## config.mk

```make
export PLATFORM = sky130hd
export DESIGN_NAME = affine_gap_alignment_cell_core_flat
export DESIGN_NICKNAME = d
export VERILOG_FILES = /design/src/hdl/agac_pkg.sv /design/src/hdl/agac_if.sv /design/src/hdl/agac_cfg.sv /design/src/hdl/agac_cell.sv /design/src/hdl/affine_gap_alignment_cell_core.sv /design/src/flat_wrapper.sv
export SDC_FILE = /design/constraint.sdc
export NUM_CORES = 1
export LEC_CHECK = 0
export ABC_CLOCK_PERIOD_IN_PS = 13700
export BUFFER_PORTS_ARGS = -buffer_cell sky130_fd_sc_hd__buf_2
export CAP_MARGIN = 25
export CORE_MARGIN = 10
export CORE_UTILIZATION = 36
export DETAILED_ROUTE_END_ITERATION = 10
export GPL_ROUTABILITY_DRIVEN = 1
export PLACE_DENSITY_LB_ADDON = 0.05
export SETUP_SLACK_MARGIN = 0.02
export SLEW_MARGIN = 15
export SYNTH_ARGS = -nofsm -noshare
export SYNTH_HDL_FRONTEND = slang
export SYNTH_SLANG_ARGS = --single-unit
```

## constraint.sdc

```tcl
create_clock -name clk -period 13.7 [get_ports clk]
set_input_delay 2.74 -clock clk [delete_from_list [all_inputs] [get_ports clk]]
set_output_delay 2.74 -clock clk [all_outputs]
set_load 0.05 [all_outputs]
```

## src/hdl/agac_pkg.sv

```systemverilog
package agac_pkg;

  localparam int FIELD_BITS = 16;
  localparam int CFG_BITS = 8;
  localparam int ADDR_BITS = 4;
  localparam int DATA_BITS = 32;

  typedef enum logic [1:0] {
    REG_MATCH    = 2'd0,
    REG_MISMATCH = 2'd1,
    REG_GAP_OPEN = 2'd2,
    REG_GAP_EXT  = 2'd3
  } reg_idx_t;

  typedef enum logic [2:0] {
    TR_DIAG       = 3'd0,
    TR_LEFT_OPEN  = 3'd1,
    TR_LEFT_EXT   = 3'd2,
    TR_UP_OPEN    = 3'd3,
    TR_UP_EXT     = 3'd4
  } trace_t;

  typedef struct packed {
    logic signed [CFG_BITS-1:0] match_award;
    logic signed [CFG_BITS-1:0] mismatch_penalty;
    logic signed [CFG_BITS-1:0] gap_open;
    logic signed [CFG_BITS-1:0] gap_extend;
  } cfg_t;

  localparam logic signed [CFG_BITS-1:0] MATCH_RESET    = 8'sd1;
  localparam logic signed [CFG_BITS-1:0] MISMATCH_RESET = -8'sd1;
  localparam logic signed [CFG_BITS-1:0] GAP_OPEN_RESET = -8'sd2;
  localparam logic signed [CFG_BITS-1:0] GAP_EXT_RESET  = -8'sd1;

  typedef struct packed {
    logic [1:0]                   ref_base;
    logic [1:0]                   query_base;
    logic signed [FIELD_BITS-1:0] upper_score;
    logic signed [FIELD_BITS-1:0] up_ix;
    logic                         restart;
  } in_item_t;

  typedef struct packed {
    logic signed [FIELD_BITS-1:0] cell_score;
    logic signed [FIELD_BITS-1:0] ix_out;
    logic signed [FIELD_BITS-1:0] iy_out;
    trace_t                       trace_code;
    logic signed [FIELD_BITS-1:0] best_score;
  } out_item_t;

endpackage

```

## src/hdl/agac_if.sv

```systemverilog
interface agac_in_if;
  logic                 valid;
  logic                 ready;
  logic [1:0]           ref_base;
  logic [1:0]           query_base;
  logic signed [15:0]   upper_score;
  logic signed [15:0]   up_ix;
  logic                 restart;

  modport source (output valid, ref_base, query_base, upper_score, up_ix, restart,
                  input ready);
  modport sink (input valid, ref_base, query_base, upper_score, up_ix, restart,
                output ready);
endinterface

interface agac_out_if;
  logic                 valid;
  logic                 ready;
  logic signed [15:0]   cell_score;
  logic signed [15:0]   ix_out;
  logic signed [15:0]   iy_out;
  logic [2:0]           trace_code;
  logic signed [15:0]   best_score;

  modport source (output valid, cell_score, ix_out, iy_out, trace_code, best_score,
                  input ready);
  modport sink (input valid, cell_score, ix_out, iy_out, trace_code, best_score,
                output ready);
endinterface

```

## src/hdl/agac_cfg.sv

```systemverilog
module agac_cfg (
  input  logic                                clk,
  input  logic                                rst,
  input  logic                                psel,
  input  logic                                penable,
  input  logic                                pwrite,
  input  logic [agac_pkg::ADDR_BITS-1:0]      paddr,
  input  logic [agac_pkg::DATA_BITS-1:0]      pwdata,
  output logic [agac_pkg::DATA_BITS-1:0]      prdata,
  output logic                                pready,
  output agac_pkg::cfg_t                      cfg
);

  agac_pkg::reg_idx_t idx;
  logic               wr_en;

  assign idx    = agac_pkg::reg_idx_t'(paddr[3:2]);
  assign pready = 1'b1;
  assign wr_en  = psel && penable && pwrite && pready;

  always_ff @(posedge clk) begin
    if (rst) begin
      cfg.match_award      <= agac_pkg::MATCH_RESET;
      cfg.mismatch_penalty <= agac_pkg::MISMATCH_RESET;
      cfg.gap_open         <= agac_pkg::GAP_OPEN_RESET;
      cfg.gap_extend       <= agac_pkg::GAP_EXT_RESET;
    end else if (wr_en) begin
      unique case (idx)
        agac_pkg::REG_MATCH:    cfg.match_award      <= pwdata[7:0];
        agac_pkg::REG_MISMATCH: cfg.mismatch_penalty <= pwdata[7:0];
        agac_pkg::REG_GAP_OPEN: cfg.gap_open         <= pwdata[7:0];
        agac_pkg::REG_GAP_EXT:  cfg.gap_extend       <= pwdata[7:0];
        default:                cfg.gap_extend       <= pwdata[7:0];
      endcase
    end
  end

  always_comb begin
    unique case (idx)
      agac_pkg::REG_MATCH:    prdata = 32'(cfg.match_award);
      agac_pkg::REG_MISMATCH: prdata = 32'(cfg.mismatch_penalty);
      agac_pkg::REG_GAP_OPEN: prdata = 32'(cfg.gap_open);
      agac_pkg::REG_GAP_EXT:  prdata = 32'(cfg.gap_extend);
      default:                prdata = '0;
    endcase
  end

endmodule

```

## src/hdl/agac_cell.sv

```systemverilog
module agac_cell #(
  parameter int SCORE_BITS = 16
) (
  input  agac_pkg::cfg_t                 cfg,
  input  logic [1:0]                     ref_base,
  input  logic [1:0]                     query_base,
  input  logic                           restart,
  input  logic signed [SCORE_BITS-1:0]   upper_score,
  input  logic signed [SCORE_BITS-1:0]   up_ix,
  input  logic signed [SCORE_BITS-1:0]   left_score,
  input  logic signed [SCORE_BITS-1:0]   left_iy,
  input  logic signed [SCORE_BITS-1:0]   diag_score,
  input  logic signed [SCORE_BITS-1:0]   running_best,
  output logic signed [SCORE_BITS-1:0]   cell_score,
  output logic signed [SCORE_BITS-1:0]   ix,
  output logic signed [SCORE_BITS-1:0]   iy,
  output logic signed [SCORE_BITS-1:0]   best_next,
  output agac_pkg::trace_t               trace_code
);

  localparam logic signed [SCORE_BITS-1:0] MostNeg = {1'b1, {(SCORE_BITS-1){1'b0}}};

  logic signed [SCORE_BITS-1:0] ls, liy, ds, rb;
  logic signed [SCORE_BITS-1:0] a1, a2, a3, a4, gap, diag;
  logic signed [agac_pkg::CFG_BITS-1:0] diag_add;
  agac_pkg::trace_t tb_iy, tb_ix, tb_gap;

  // restart clears the kept state ahead of this cell
  assign ls  = restart ? '0 : left_score;
  assign liy = restart ? '0 : left_iy;
  assign ds  = restart ? '0 : diag_score;
  assign rb  = restart ? MostNeg : running_best;

  assign a1 = ls + SCORE_BITS'(cfg.gap_open);
  assign a2 = liy + SCORE_BITS'(cfg.gap_extend);
  assign a3 = upper_score + SCORE_BITS'(cfg.gap_open);
  assign a4 = up_ix + SCORE_BITS'(cfg.gap_extend);

  assign diag_add = (ref_base == query_base) ? cfg.match_award : cfg.mismatch_penalty;
  assign diag     = ds + SCORE_BITS'(diag_add);

  // extend wins ties inside a gap, vertical wins between gaps, diagonal wins overall
  always_comb begin
    iy    = (a1 > a2) ? a1 : a2;
    tb_iy = (a1 > a2) ? agac_pkg::TR_LEFT_OPEN : agac_pkg::TR_LEFT_EXT;
    ix    = (a3 > a4) ? a3 : a4;
    tb_ix = (a3 > a4) ? agac_pkg::TR_UP_OPEN : agac_pkg::TR_UP_EXT;
    gap    = (iy > ix) ? iy : ix;
    tb_gap = (iy > ix) ? tb_iy : tb_ix;
    cell_score = (gap > diag) ? gap : diag;
    trace_code = (gap > diag) ? tb_gap : agac_pkg::TR_DIAG;
    best_next  = (cell_score > rb) ? cell_score : rb;
  end

endmodule

```

## src/hdl/affine_gap_alignment_cell_core.sv

```systemverilog
// One processing cell of an affine-gap global alignment array. It takes one item per clock
// and returns one result per item from a result register: the accepted item lands in an input
// register, and a single add-compare-select path (gap open/extend, diagonal match or mismatch,
// best of three, running best) feeds the result register and the cell's kept state at the
// same edge. Back-to-back items therefore chain through the left score and left gap at one
// item per cycle; throughput drops only while the result side holds ready low.
// A restart flag on an item clears the kept state before that item is scored. Scores are
// computed at SCORE_BITS bits with two's complement wrap. Gap and award values are written
// through the APB port at byte addresses 0, 4, 8 and 12.
module affine_gap_alignment_cell_core #(
  parameter int SCORE_BITS = 16
) (
  input  logic                                clk,
  input  logic                                rst,
  agac_in_if.sink                             in_ch,
  agac_out_if.source                          out_ch,
  input  logic                                psel,
  input  logic                                penable,
  input  logic                                pwrite,
  input  logic [agac_pkg::ADDR_BITS-1:0]      paddr,
  input  logic [agac_pkg::DATA_BITS-1:0]      pwdata,
  output logic [agac_pkg::DATA_BITS-1:0]      prdata,
  output logic                                pready
);

  localparam logic signed [SCORE_BITS-1:0] MostNeg = {1'b1, {(SCORE_BITS-1){1'b0}}};

  agac_pkg::cfg_t      cfg;
  agac_pkg::in_item_t  in_q;
  agac_pkg::out_item_t out_q;
  logic                in_v;
  logic                out_v;
  logic                take;
  logic                move;

  logic signed [SCORE_BITS-1:0] left_score, left_iy, diag_score, running_best;
  logic signed [SCORE_BITS-1:0] up_s, up_x;
  logic signed [SCORE_BITS-1:0] cell_score, ix, iy, best_next;
  agac_pkg::trace_t             trace_code;

  agac_cfg u_cfg (
    .clk     (clk),
    .rst     (rst),
    .psel    (psel),
    .penable (penable),
    .pwrite  (pwrite),
    .paddr   (paddr),
    .pwdata  (pwdata),
    .prdata  (prdata),
    .pready  (pready),
    .cfg     (cfg)
  );

  assign up_s = SCORE_BITS'(in_q.upper_score);
  assign up_x = SCORE_BITS'(in_q.up_ix);

  agac_cell #(.SCORE_BITS(SCORE_BITS)) u_cell (
    .cfg          (cfg),
    .ref_base     (in_q.ref_base),
    .query_base   (in_q.query_base),
    .restart      (in_q.restart),
    .upper_score  (up_s),
    .up_ix        (up_x),
    .left_score   (left_score),
    .left_iy      (left_iy),
    .diag_score   (diag_score),
    .running_best (running_best),
    .cell_score   (cell_score),
    .ix           (ix),
    .iy           (iy),
    .best_next    (best_next),
    .trace_code   (trace_code)
  );

  // input register moves on whenever the result register is free or being drained
  assign move         = in_v && (!out_v || out_ch.ready);
  assign in_ch.ready  = !in_v || move;
  assign take         = in_ch.valid && in_ch.ready;

  always_ff @(posedge clk) begin
    if (rst) begin
      in_v         <= 1'b0;
      out_v        <= 1'b0;
      left_score   <= '0;
      left_iy      <= '0;
      diag_score   <= '0;
      running_best <= MostNeg;
    end else begin
      if (take) begin
        in_v <= 1'b1;
      end else if (move) begin
        in_v <= 1'b0;
      end
      if (move) begin
        out_v        <= 1'b1;
        left_score   <= cell_score;
        left_iy      <= iy;
        diag_score   <= up_s;
        running_best <= best_next;
      end else if (out_ch.ready) begin
        out_v <= 1'b0;
      end
    end
  end

  always_ff @(posedge clk) begin
    if (take) begin
      in_q.ref_base    <= in_ch.ref_base;
      in_q.query_base  <= in_ch.query_base;
      in_q.upper_score <= in_ch.upper_score;
      in_q.up_ix       <= in_ch.up_ix;
      in_q.restart     <= in_ch.restart;
    end
    if (move) begin
      out_q.cell_score <= agac_pkg::FIELD_BITS'(cell_score);
      out_q.ix_out     <= agac_pkg::FIELD_BITS'(ix);
      out_q.iy_out     <= agac_pkg::FIELD_BITS'(iy);
      out_q.trace_code <= trace_code;
      out_q.best_score <= agac_pkg::FIELD_BITS'(best_next);
    end
  end

  assign out_ch.valid      = out_v;
  assign out_ch.cell_score = out_q.cell_score;
  assign out_ch.ix_out     = out_q.ix_out;
  assign out_ch.iy_out     = out_q.iy_out;
  assign out_ch.trace_code = out_q.trace_code;
  assign out_ch.best_score = out_q.best_score;

  // after a restart beat the running best is that very cell
  a_restart_best: assert property (@(posedge clk) disable iff (rst)
    move && in_q.restart |=> out_q.best_score == out_q.cell_score)
    else $error("restart beat did not reset running best");

  a_best_covers_cell: assert property (@(posedge clk) disable iff (rst)
    move |=> running_best >= left_score)
    else $error("running best below last cell score");

  a_trace_range: assert property (@(posedge clk) disable iff (rst)
    out_v |-> (out_q.trace_code == agac_pkg::TR_DIAG
            || out_q.trace_code == agac_pkg::TR_LEFT_OPEN
            || out_q.trace_code == agac_pkg::TR_LEFT_EXT
            || out_q.trace_code == agac_pkg::TR_UP_OPEN
            || out_q.trace_code == agac_pkg::TR_UP_EXT))
    else $error("traceback code out of range");

  a_diag_follows_up: assert property (@(posedge clk) disable iff (rst)
    move |=> diag_score == $past(up_s))
    else $error("diagonal not taken from previous up score");

endmodule

```

## src/flat_wrapper.sv

```systemverilog
// flat-port wrapper written by rule: the top's interface ports become plain ports
module affine_gap_alignment_cell_core_flat 
#(
  parameter int SCORE_BITS = 16
)
  (clk, rst, psel, penable, pwrite, paddr, pwdata, prdata, pready, in_ch_valid, in_ch_ref_base, in_ch_query_base, in_ch_upper_score, in_ch_up_ix, in_ch_restart, in_ch_ready, out_ch_valid, out_ch_cell_score, out_ch_ix_out, out_ch_iy_out, out_ch_trace_code, out_ch_best_score, out_ch_ready);
  agac_in_if in_ch_i ();
  agac_out_if out_ch_i ();
  input  logic clk;
  input  logic rst;
  input  logic psel;
  input  logic penable;
  input  logic pwrite;
  input  logic [agac_pkg::ADDR_BITS-1:0] paddr;
  input  logic [agac_pkg::DATA_BITS-1:0] pwdata;
  output logic [agac_pkg::DATA_BITS-1:0] prdata;
  output logic pready;
  input wire logic [$bits(in_ch_i.valid)-1:0] in_ch_valid;
  input wire logic [$bits(in_ch_i.ref_base)-1:0] in_ch_ref_base;
  input wire logic [$bits(in_ch_i.query_base)-1:0] in_ch_query_base;
  input wire logic [$bits(in_ch_i.upper_score)-1:0] in_ch_upper_score;
  input wire logic [$bits(in_ch_i.up_ix)-1:0] in_ch_up_ix;
  input wire logic [$bits(in_ch_i.restart)-1:0] in_ch_restart;
  output wire logic [$bits(in_ch_i.ready)-1:0] in_ch_ready;
  output wire logic [$bits(out_ch_i.valid)-1:0] out_ch_valid;
  output wire logic [$bits(out_ch_i.cell_score)-1:0] out_ch_cell_score;
  output wire logic [$bits(out_ch_i.ix_out)-1:0] out_ch_ix_out;
  output wire logic [$bits(out_ch_i.iy_out)-1:0] out_ch_iy_out;
  output wire logic [$bits(out_ch_i.trace_code)-1:0] out_ch_trace_code;
  output wire logic [$bits(out_ch_i.best_score)-1:0] out_ch_best_score;
  input wire logic [$bits(out_ch_i.ready)-1:0] out_ch_ready;
  assign in_ch_i.valid = in_ch_valid;
  assign in_ch_i.ref_base = in_ch_ref_base;
  assign in_ch_i.query_base = in_ch_query_base;
  assign in_ch_i.upper_score = in_ch_upper_score;
  assign in_ch_i.up_ix = in_ch_up_ix;
  assign in_ch_i.restart = in_ch_restart;
  assign in_ch_ready = in_ch_i.ready;
  assign out_ch_valid = out_ch_i.valid;
  assign out_ch_cell_score = out_ch_i.cell_score;
  assign out_ch_ix_out = out_ch_i.ix_out;
  assign out_ch_iy_out = out_ch_i.iy_out;
  assign out_ch_trace_code = out_ch_i.trace_code;
  assign out_ch_best_score = out_ch_i.best_score;
  assign out_ch_i.ready = out_ch_ready;
  affine_gap_alignment_cell_core #(.SCORE_BITS(SCORE_BITS)) u_core (.clk(clk), .rst(rst), .in_ch(in_ch_i), .out_ch(out_ch_i), .psel(psel), .penable(penable), .pwrite(pwrite), .paddr(paddr), .pwdata(pwdata), .prdata(prdata), .pready(pready));
endmodule
```

; Yosys cells after proc, flatten, opt, wreduce, memory -nomap -nowiden
; Index checks and enable logic that the tools add are counted.
[word_totals]
register_bits = 202
latch_bits = 0
mem_bits_rw = 0
romBits = 0
in_bits = 80
out_inout_bits = 102
word_cells = 67
mem_count = 0
[classes]
add_sub_neg = 5
n_mul = 0
n_div = 0
n_lt_le_gt_ge = 5
n_eq_ne = 4
shift = 0
mux = 18
bitwise_logic = 0
n_reduce_logical = 15
[op_table]
columns = cell, count
row1 = 2-to-1 mux 16 bit, 9
row2 = one-hot mux 32 bit (4 select lines), 1
row3 = adder 16 x 8 -> 16 bit, 5
row4 = > comparator 16 bit, 5
row5 = 2-to-1 mux 8 bit, 1
row6 = AND reduction 2 bit, 4
row7 = 2-to-1 mux 3 bit, 2
row8 = equality test 2 bit (second input constant), 2
row9 = logical AND 1 bit, 4
row10 = 2-to-1 mux 1 bit, 4
row11 = nonzero test 2 bit, 2
row12 = equality test 2 x 1 -> 1 bit (second input constant), 1
row13 = equality test 2 bit, 1
row14 = logical NOT 1 bit, 2
row15 = logical NOT 2 bit, 1
row16 = logical OR 1 bit, 2
row17 = 2-to-1 mux 2 bit, 1

; Longest topological paths before layout
[depth]
word_depth = 10
depth_mapped = 72
depth_no_buf = 63

; Modules after synthesis
; Synthesis repeated with hierarchy kept, for this count alone.
[unflattened]
cells_unflattened = 1491
hier_area_um2 = 14512.7
[modules_own_cells]
columns = mod, n_inst, cells_each, area_each_um2, seq_area_each_um2
row1 = agac_cell, 1, 939, 6718.9, 0.0
row2 = affine_gap_alignment_cell_core, 1, 391, 6114.6, 4444.3
row3 = agac_cfg, 1, 161, 1679.1, 640.6

; Worst setup path before layout
; Ideal clock, no wire load.
[synth_timing]
path_type = register to register
from = reg u_core.in_q[0] (netlist name)
to = reg u_core.running_best[15]
setup_time_ps = 103
t_arrival_ps = 12640
t_required_ps = 13597
slack_ps = 957
path_stages_with_launch = 67
n_path_buf = 10
period_less_slack_ps = 12743
cell_sequence = edfxtp_1 > clkbuf_1 > clkbuf_1 > clkbuf_1 > nor2b_1 > ha_1 > fa_1 > a21o_1 > a21oi_1 > o21ai_0 > a221o_1 > a211oi_1 > nor2_1 > nor3_1 > o21bai_1 > a21oi_1 > xor2_1 > inv_1 > [31 not listed] > clkbuf_1 > clkbuf_1 > nand2_1 > and2_1 > ha_1 > o21a_1 > o21a_1 > o21a_1 > o21a_1 > o21a_1 > o21a_1 > o21ai_0 > a31oi_1 > nand2_1 > clkbuf_1 > buf_1 > nor2_1 > a222oi_1
[synth_via]
elab_chain_cells = 10
word_cells_on_any_way = 15
cone_classes = 3 x add/sub / 4 x order compare / 8 x mux
[synth_lines]
columns = element, line_no
row1 = "2-to-1 mux 16 bit, on equally long branches", "agac_cell.sv:29, agac_cell.sv:30"
row2 = "adder 16 x 8 -> 16 bit, on equally long branches", "agac_cell.sv:34, agac_cell.sv:35"
row3 = > comparator 16 bit, agac_cell.sv:44  ; iy = (a1 > a2) ? a1 : a2;
row4 = 2-to-1 mux 16 bit (*), agac_cell.sv:44
row5 = named net u_core.iy[4], affine_gap_alignment_cell_core.sv:38  ; logic signed [SCORE_BITS-1:0] cell_score, ix, iy, best_next;
row6 = > comparator 16 bit, agac_cell.sv:48  ; gap = (iy > ix) ? iy : ix;
row7 = 2-to-1 mux 16 bit (*), agac_cell.sv:48
row8 = > comparator 16 bit, agac_cell.sv:50  ; cell_score = (gap > diag) ? gap : diag;
row9 = 2-to-1 mux 16 bit (*), agac_cell.sv:50
row10 = named net u_core.cell_score[2], affine_gap_alignment_cell_core.sv:38
row11 = > comparator 16 bit (*), agac_cell.sv:52  ; best_next = (cell_score > rb) ? cell_score : rb;
row12 = 2-to-1 mux 16 bit (*), agac_cell.sv:52
row13 = end signal: assignment, affine_gap_alignment_cell_core.sv:87  ; running_best <= MostNeg;
row14 = end signal: assignment, affine_gap_alignment_cell_core.sv:99  ; running_best <= best_next;
row15 = end: declaration, affine_gap_alignment_cell_core.sv:36  ; logic signed [SCORE_BITS-1:0] left_score, left_iy, diag_score, running_best;
; The timed path passes the listed nets; every way through them passes the cells marked *.
; A chain may end at the register's enable or synchronous reset.

; Worst setup path in the final report
[layout_timing]
from = reg u_core.in_q[0] (netlist name)
to = reg u_core.running_best[12]
[layout_via]
elab_chain_cells = 10
word_cells_on_any_way = 15
cone_classes = 3 x add/sub / 4 x order compare / 8 x mux
[layout_lines]
columns = element, line_no
row1 = "2-to-1 mux 16 bit, on equally long branches", "agac_cell.sv:29, agac_cell.sv:30"
row2 = "adder 16 x 8 -> 16 bit, on equally long branches", "agac_cell.sv:34, agac_cell.sv:35"
row3 = > comparator 16 bit, agac_cell.sv:44
row4 = 2-to-1 mux 16 bit (*), agac_cell.sv:44
row5 = named net u_core.iy[9], affine_gap_alignment_cell_core.sv:38
row6 = > comparator 16 bit, agac_cell.sv:48
row7 = 2-to-1 mux 16 bit (*), agac_cell.sv:48
row8 = > comparator 16 bit, agac_cell.sv:50
row9 = 2-to-1 mux 16 bit (*), agac_cell.sv:50
row10 = named net u_core.cell_score[1], affine_gap_alignment_cell_core.sv:38
row11 = > comparator 16 bit (*), agac_cell.sv:52
row12 = 2-to-1 mux 16 bit (*), agac_cell.sv:52
; Marks and branches as above.

==> impl_metrics.tcl <==
set metrics [dict create \
    status "complete, no violations" \
    worstReg2RegEnd "u_core.running_best[12]$_SDFFE_PP0P_" \
    path_clk_slew_ns 0.06 \
    syn_inst 1556 \
    cts_sinks 202 \
    num_vias 11700 \
    fillers 3946 \
    rr_worst_depth 60 \
    dr.first_iter.drc_count 610 \
    worstMarginPinSlew_ns 1.04 \
    grt_setup_unrepaired "no" \
    ant_nets 0 \
    io_buffer_count 154 \
    cp_num_buf_inv 3 \
    holdPathStages 2 \
    place_area_mm2 0.0156 \
    yosys_warnings 0 \
    hold_buffers 0 \
    hold_class "reg2reg" \
    ff_latch_area_mm2 0.00508 \
    grt_pass1_vias 11500 \
    die_w_um 219 \
    criticalPathCategory "reg2reg" \
    stdcell_count 2237 \
    avgSynthCellArea_um2 9.16 \
    nets 1936 \
    drv_slew 0 \
    slowest_stage "fa_1" \
    yosys.area.top_type "edfxtp_1" \
    cts_buffers 26 \
    rrSetupSlack_ns 1.10 \
    relSlewSlack 0.307 \
    async_reset_ff_frac 0 \
    cts_tree "built" \
    synth_top_area_frac 0.219 \
    critical_path_required_ns 14.11 \
    io_pins 182 \
    finalClockSkew_ns 0.0234 \
    worstPathArrival_ns 13.01 \
    hold_viol 0 \
    h-tree-depth 1 \
    synth_area_leaders "edfxtp_1, dfxtp_1, ha_1" \
    fin_crit_sh 0.920 \
    area_delta_synth_final_pct 15.7 \
    first_pass_iters 5 \
    final_util 0.424 \
    seq_area_frac_synth 0.357 \
    drc 0 \
    hold_end "u_core.diag_score[14]$_SDFFE_PP0P_" \
    fp.coreArea_mm2 0.0389 \
    wire_per_inst_um 19.5 \
    setup_viol 0 \
    critPathMaxStageDelay_ns 0.45 \
    crit_fanout 16 \
    grt_start_max_net_pins 86 \
    grt_pass1_wl_um 67300 \
    die_y_um 219 \
    multi_input_area_mm2 0.00838 \
    synth_cell_types 76 \
    endpoint_kind "register" \
    cpMostUsedCell "o21a_1" \
    path_delay_family "compound AO/OA/AOI/OAI gates" \
    rr_startpoint "u_core.in_q[0]$_DFFE_PP_" \
    antenna_found_initial 0 \
    finalInstanceArea_mm2 0.0165 \
    maxCapViolations 0 \
    start_util 0.366 \
    synth_nets 1793 \
    clockRootBuffer "clkbuf_16" \
    drive_above_1_share 0.175 \
    critPathLaunchType "register" \
    yosysMostFrequentCell "ha_1" \
    routed_wl_um 43500 \
    finalCriticalPeriod_ns 12.60 \
    synth_area_mm2 0.0142 \
    gp_congestion 0.880 \
    routed_via_density 5.24 \
    grt.overflow.total 0 \
    synth_edf_count 104 \
    setup_tns_ns 0 \
    hpwl_um 34100 \
    placed_cells 2184 \
    num_rows 72 \
    synth_common_cells "ha_1, nand2_1, nor2_1" \
    track_usage 0.179 \
    ys.flop_type "edfxtp_1" \
    clock_latency_ns 0.56 \
    fmax_mhz 79.4 \
    antennaDiodeCount 0 \
    clk_path_buf_depth 3 \
    die_area_mm2 0.0479 \
    synth-seq-cells 202 \
    min-delay-start "u_core.diag_score[14]$_SDFFE_PP0P_" \
]
[through the flow]
step	hold WS (ns)	worst slack (ns)
after floorplan	0.432	0.957
after global placement	0.442	0.885
after detailed placement	0.443	0.836
after CTS	0.450	0.728
after global routing	0.467	0.0470
final	0.448	1.10
[sequential cells by signal (all words and copies together) (netlist names)]
register	cells
u_core.out_ch.best_score	16
u_core.up_s	16
u_core.left_iy	16
u_core.up_x	16
u_core.in_q	5
u_core.in_v	1
u_core.out_ch.trace_code	3
u_core.out_ch.cell_score	16
u_core.out_ch.valid	1
u_core.left_score	16
u_core.out_ch.iy_out	16
u_core.running_best	16
u_core.out_ch.ix_out	16
u_core.u_cfg.cfg	32
u_core.diag_score	16
[cell type report]
type,count,share of cell area
timing repair buffer,204,0.0715
tap,518,0.0393
clock inverter,9,0.00501
multi-input combinational,1165,0.508
inverter,100,0.0229
clock buffer,39,0.0449
sequential,202,0.308
[timing repair]
item,CTS,global route
endpoints found under the hold margin,0,0
buffers inserted,0,3
resized for setup,0,11
endpoints found under the setup margin,0,32
[per-layer routing]
metal	GRT usage	wire, um	part of all wire	up-vias
li1	-	-	-	5921
met3	0.0230	1790	0.041	47
met5	0	0	0	-
met1	0.238	20200	0.46	5539
met4	0.0455	904	0.021	0
met2	0.301	20600	0.47	205
[layout by cell type (no fill, tap or decap), types with 45 or more instances in the layout]
| master | count |
|---|---|
| nand2_1 | 130 |
| nor3_1 | 52 |
| ha_1 | 152 |
| nor2b_1 | 69 |
| dfxtp_1 | 98 |
| a21oi_1 | 96 |
| inv_1 | 99 |
| nor2_1 | 114 |
| edfxtp_1 | 104 |
| buf_4 | 45 |
| buf_2 | 154 |
[worst max-delay path by stage]
stage / from / end / slack (ns) / cells past startpoint
after floorplan: u_core.in_q[0]$_DFFE_PP_ / u_core.running_best[15]$_SDFFE_PP1P_ / 0.96 / 66
after global placement: u_core.in_q[0]$_DFFE_PP_ / u_core.running_best[12]$_SDFFE_PP0P_ / 0.88 / 60
after detailed placement: u_core.in_q[0]$_DFFE_PP_ / u_core.running_best[12]$_SDFFE_PP0P_ / 0.84 / 58
after CTS: u_core.in_q[0]$_DFFE_PP_ / u_core.running_best[12]$_SDFFE_PP0P_ / 0.73 / 58
after global routing: u_core.in_q[0]$_DFFE_PP_ / u_core.running_best[4]$_SDFFE_PP0P_ / 0.05 / 65
final: u_core.in_q[0]$_DFFE_PP_ / u_core.running_best[12]$_SDFFE_PP0P_ / 1.10 / 60
[tightest hold or removal path, cell delays in order (launching register included)]
cell	delay [ns]
dfxtp_1	0.30
nand2_1	0.05
a21oi_1	0.05
[logic make-up (layout without fill, tap and decap cells)]
logic type	after synthesis	after routing	share of synthesized area
buffers and inverters	189	352	0.0587
xor gates and xnor gates	70	70	0.0449
muxes	51	51	0.0455
DFF	202	202	0.357
AOI/OAI and AO/OA	374	374	0.176
and+or+nand+nor	512	512	0.178
other	1	1	0.000263
adders and majority gates	157	157	0.140
Power is not shown: default switching activity piles up to over one toggle a cycle in this logic, so the estimate is an artifact.
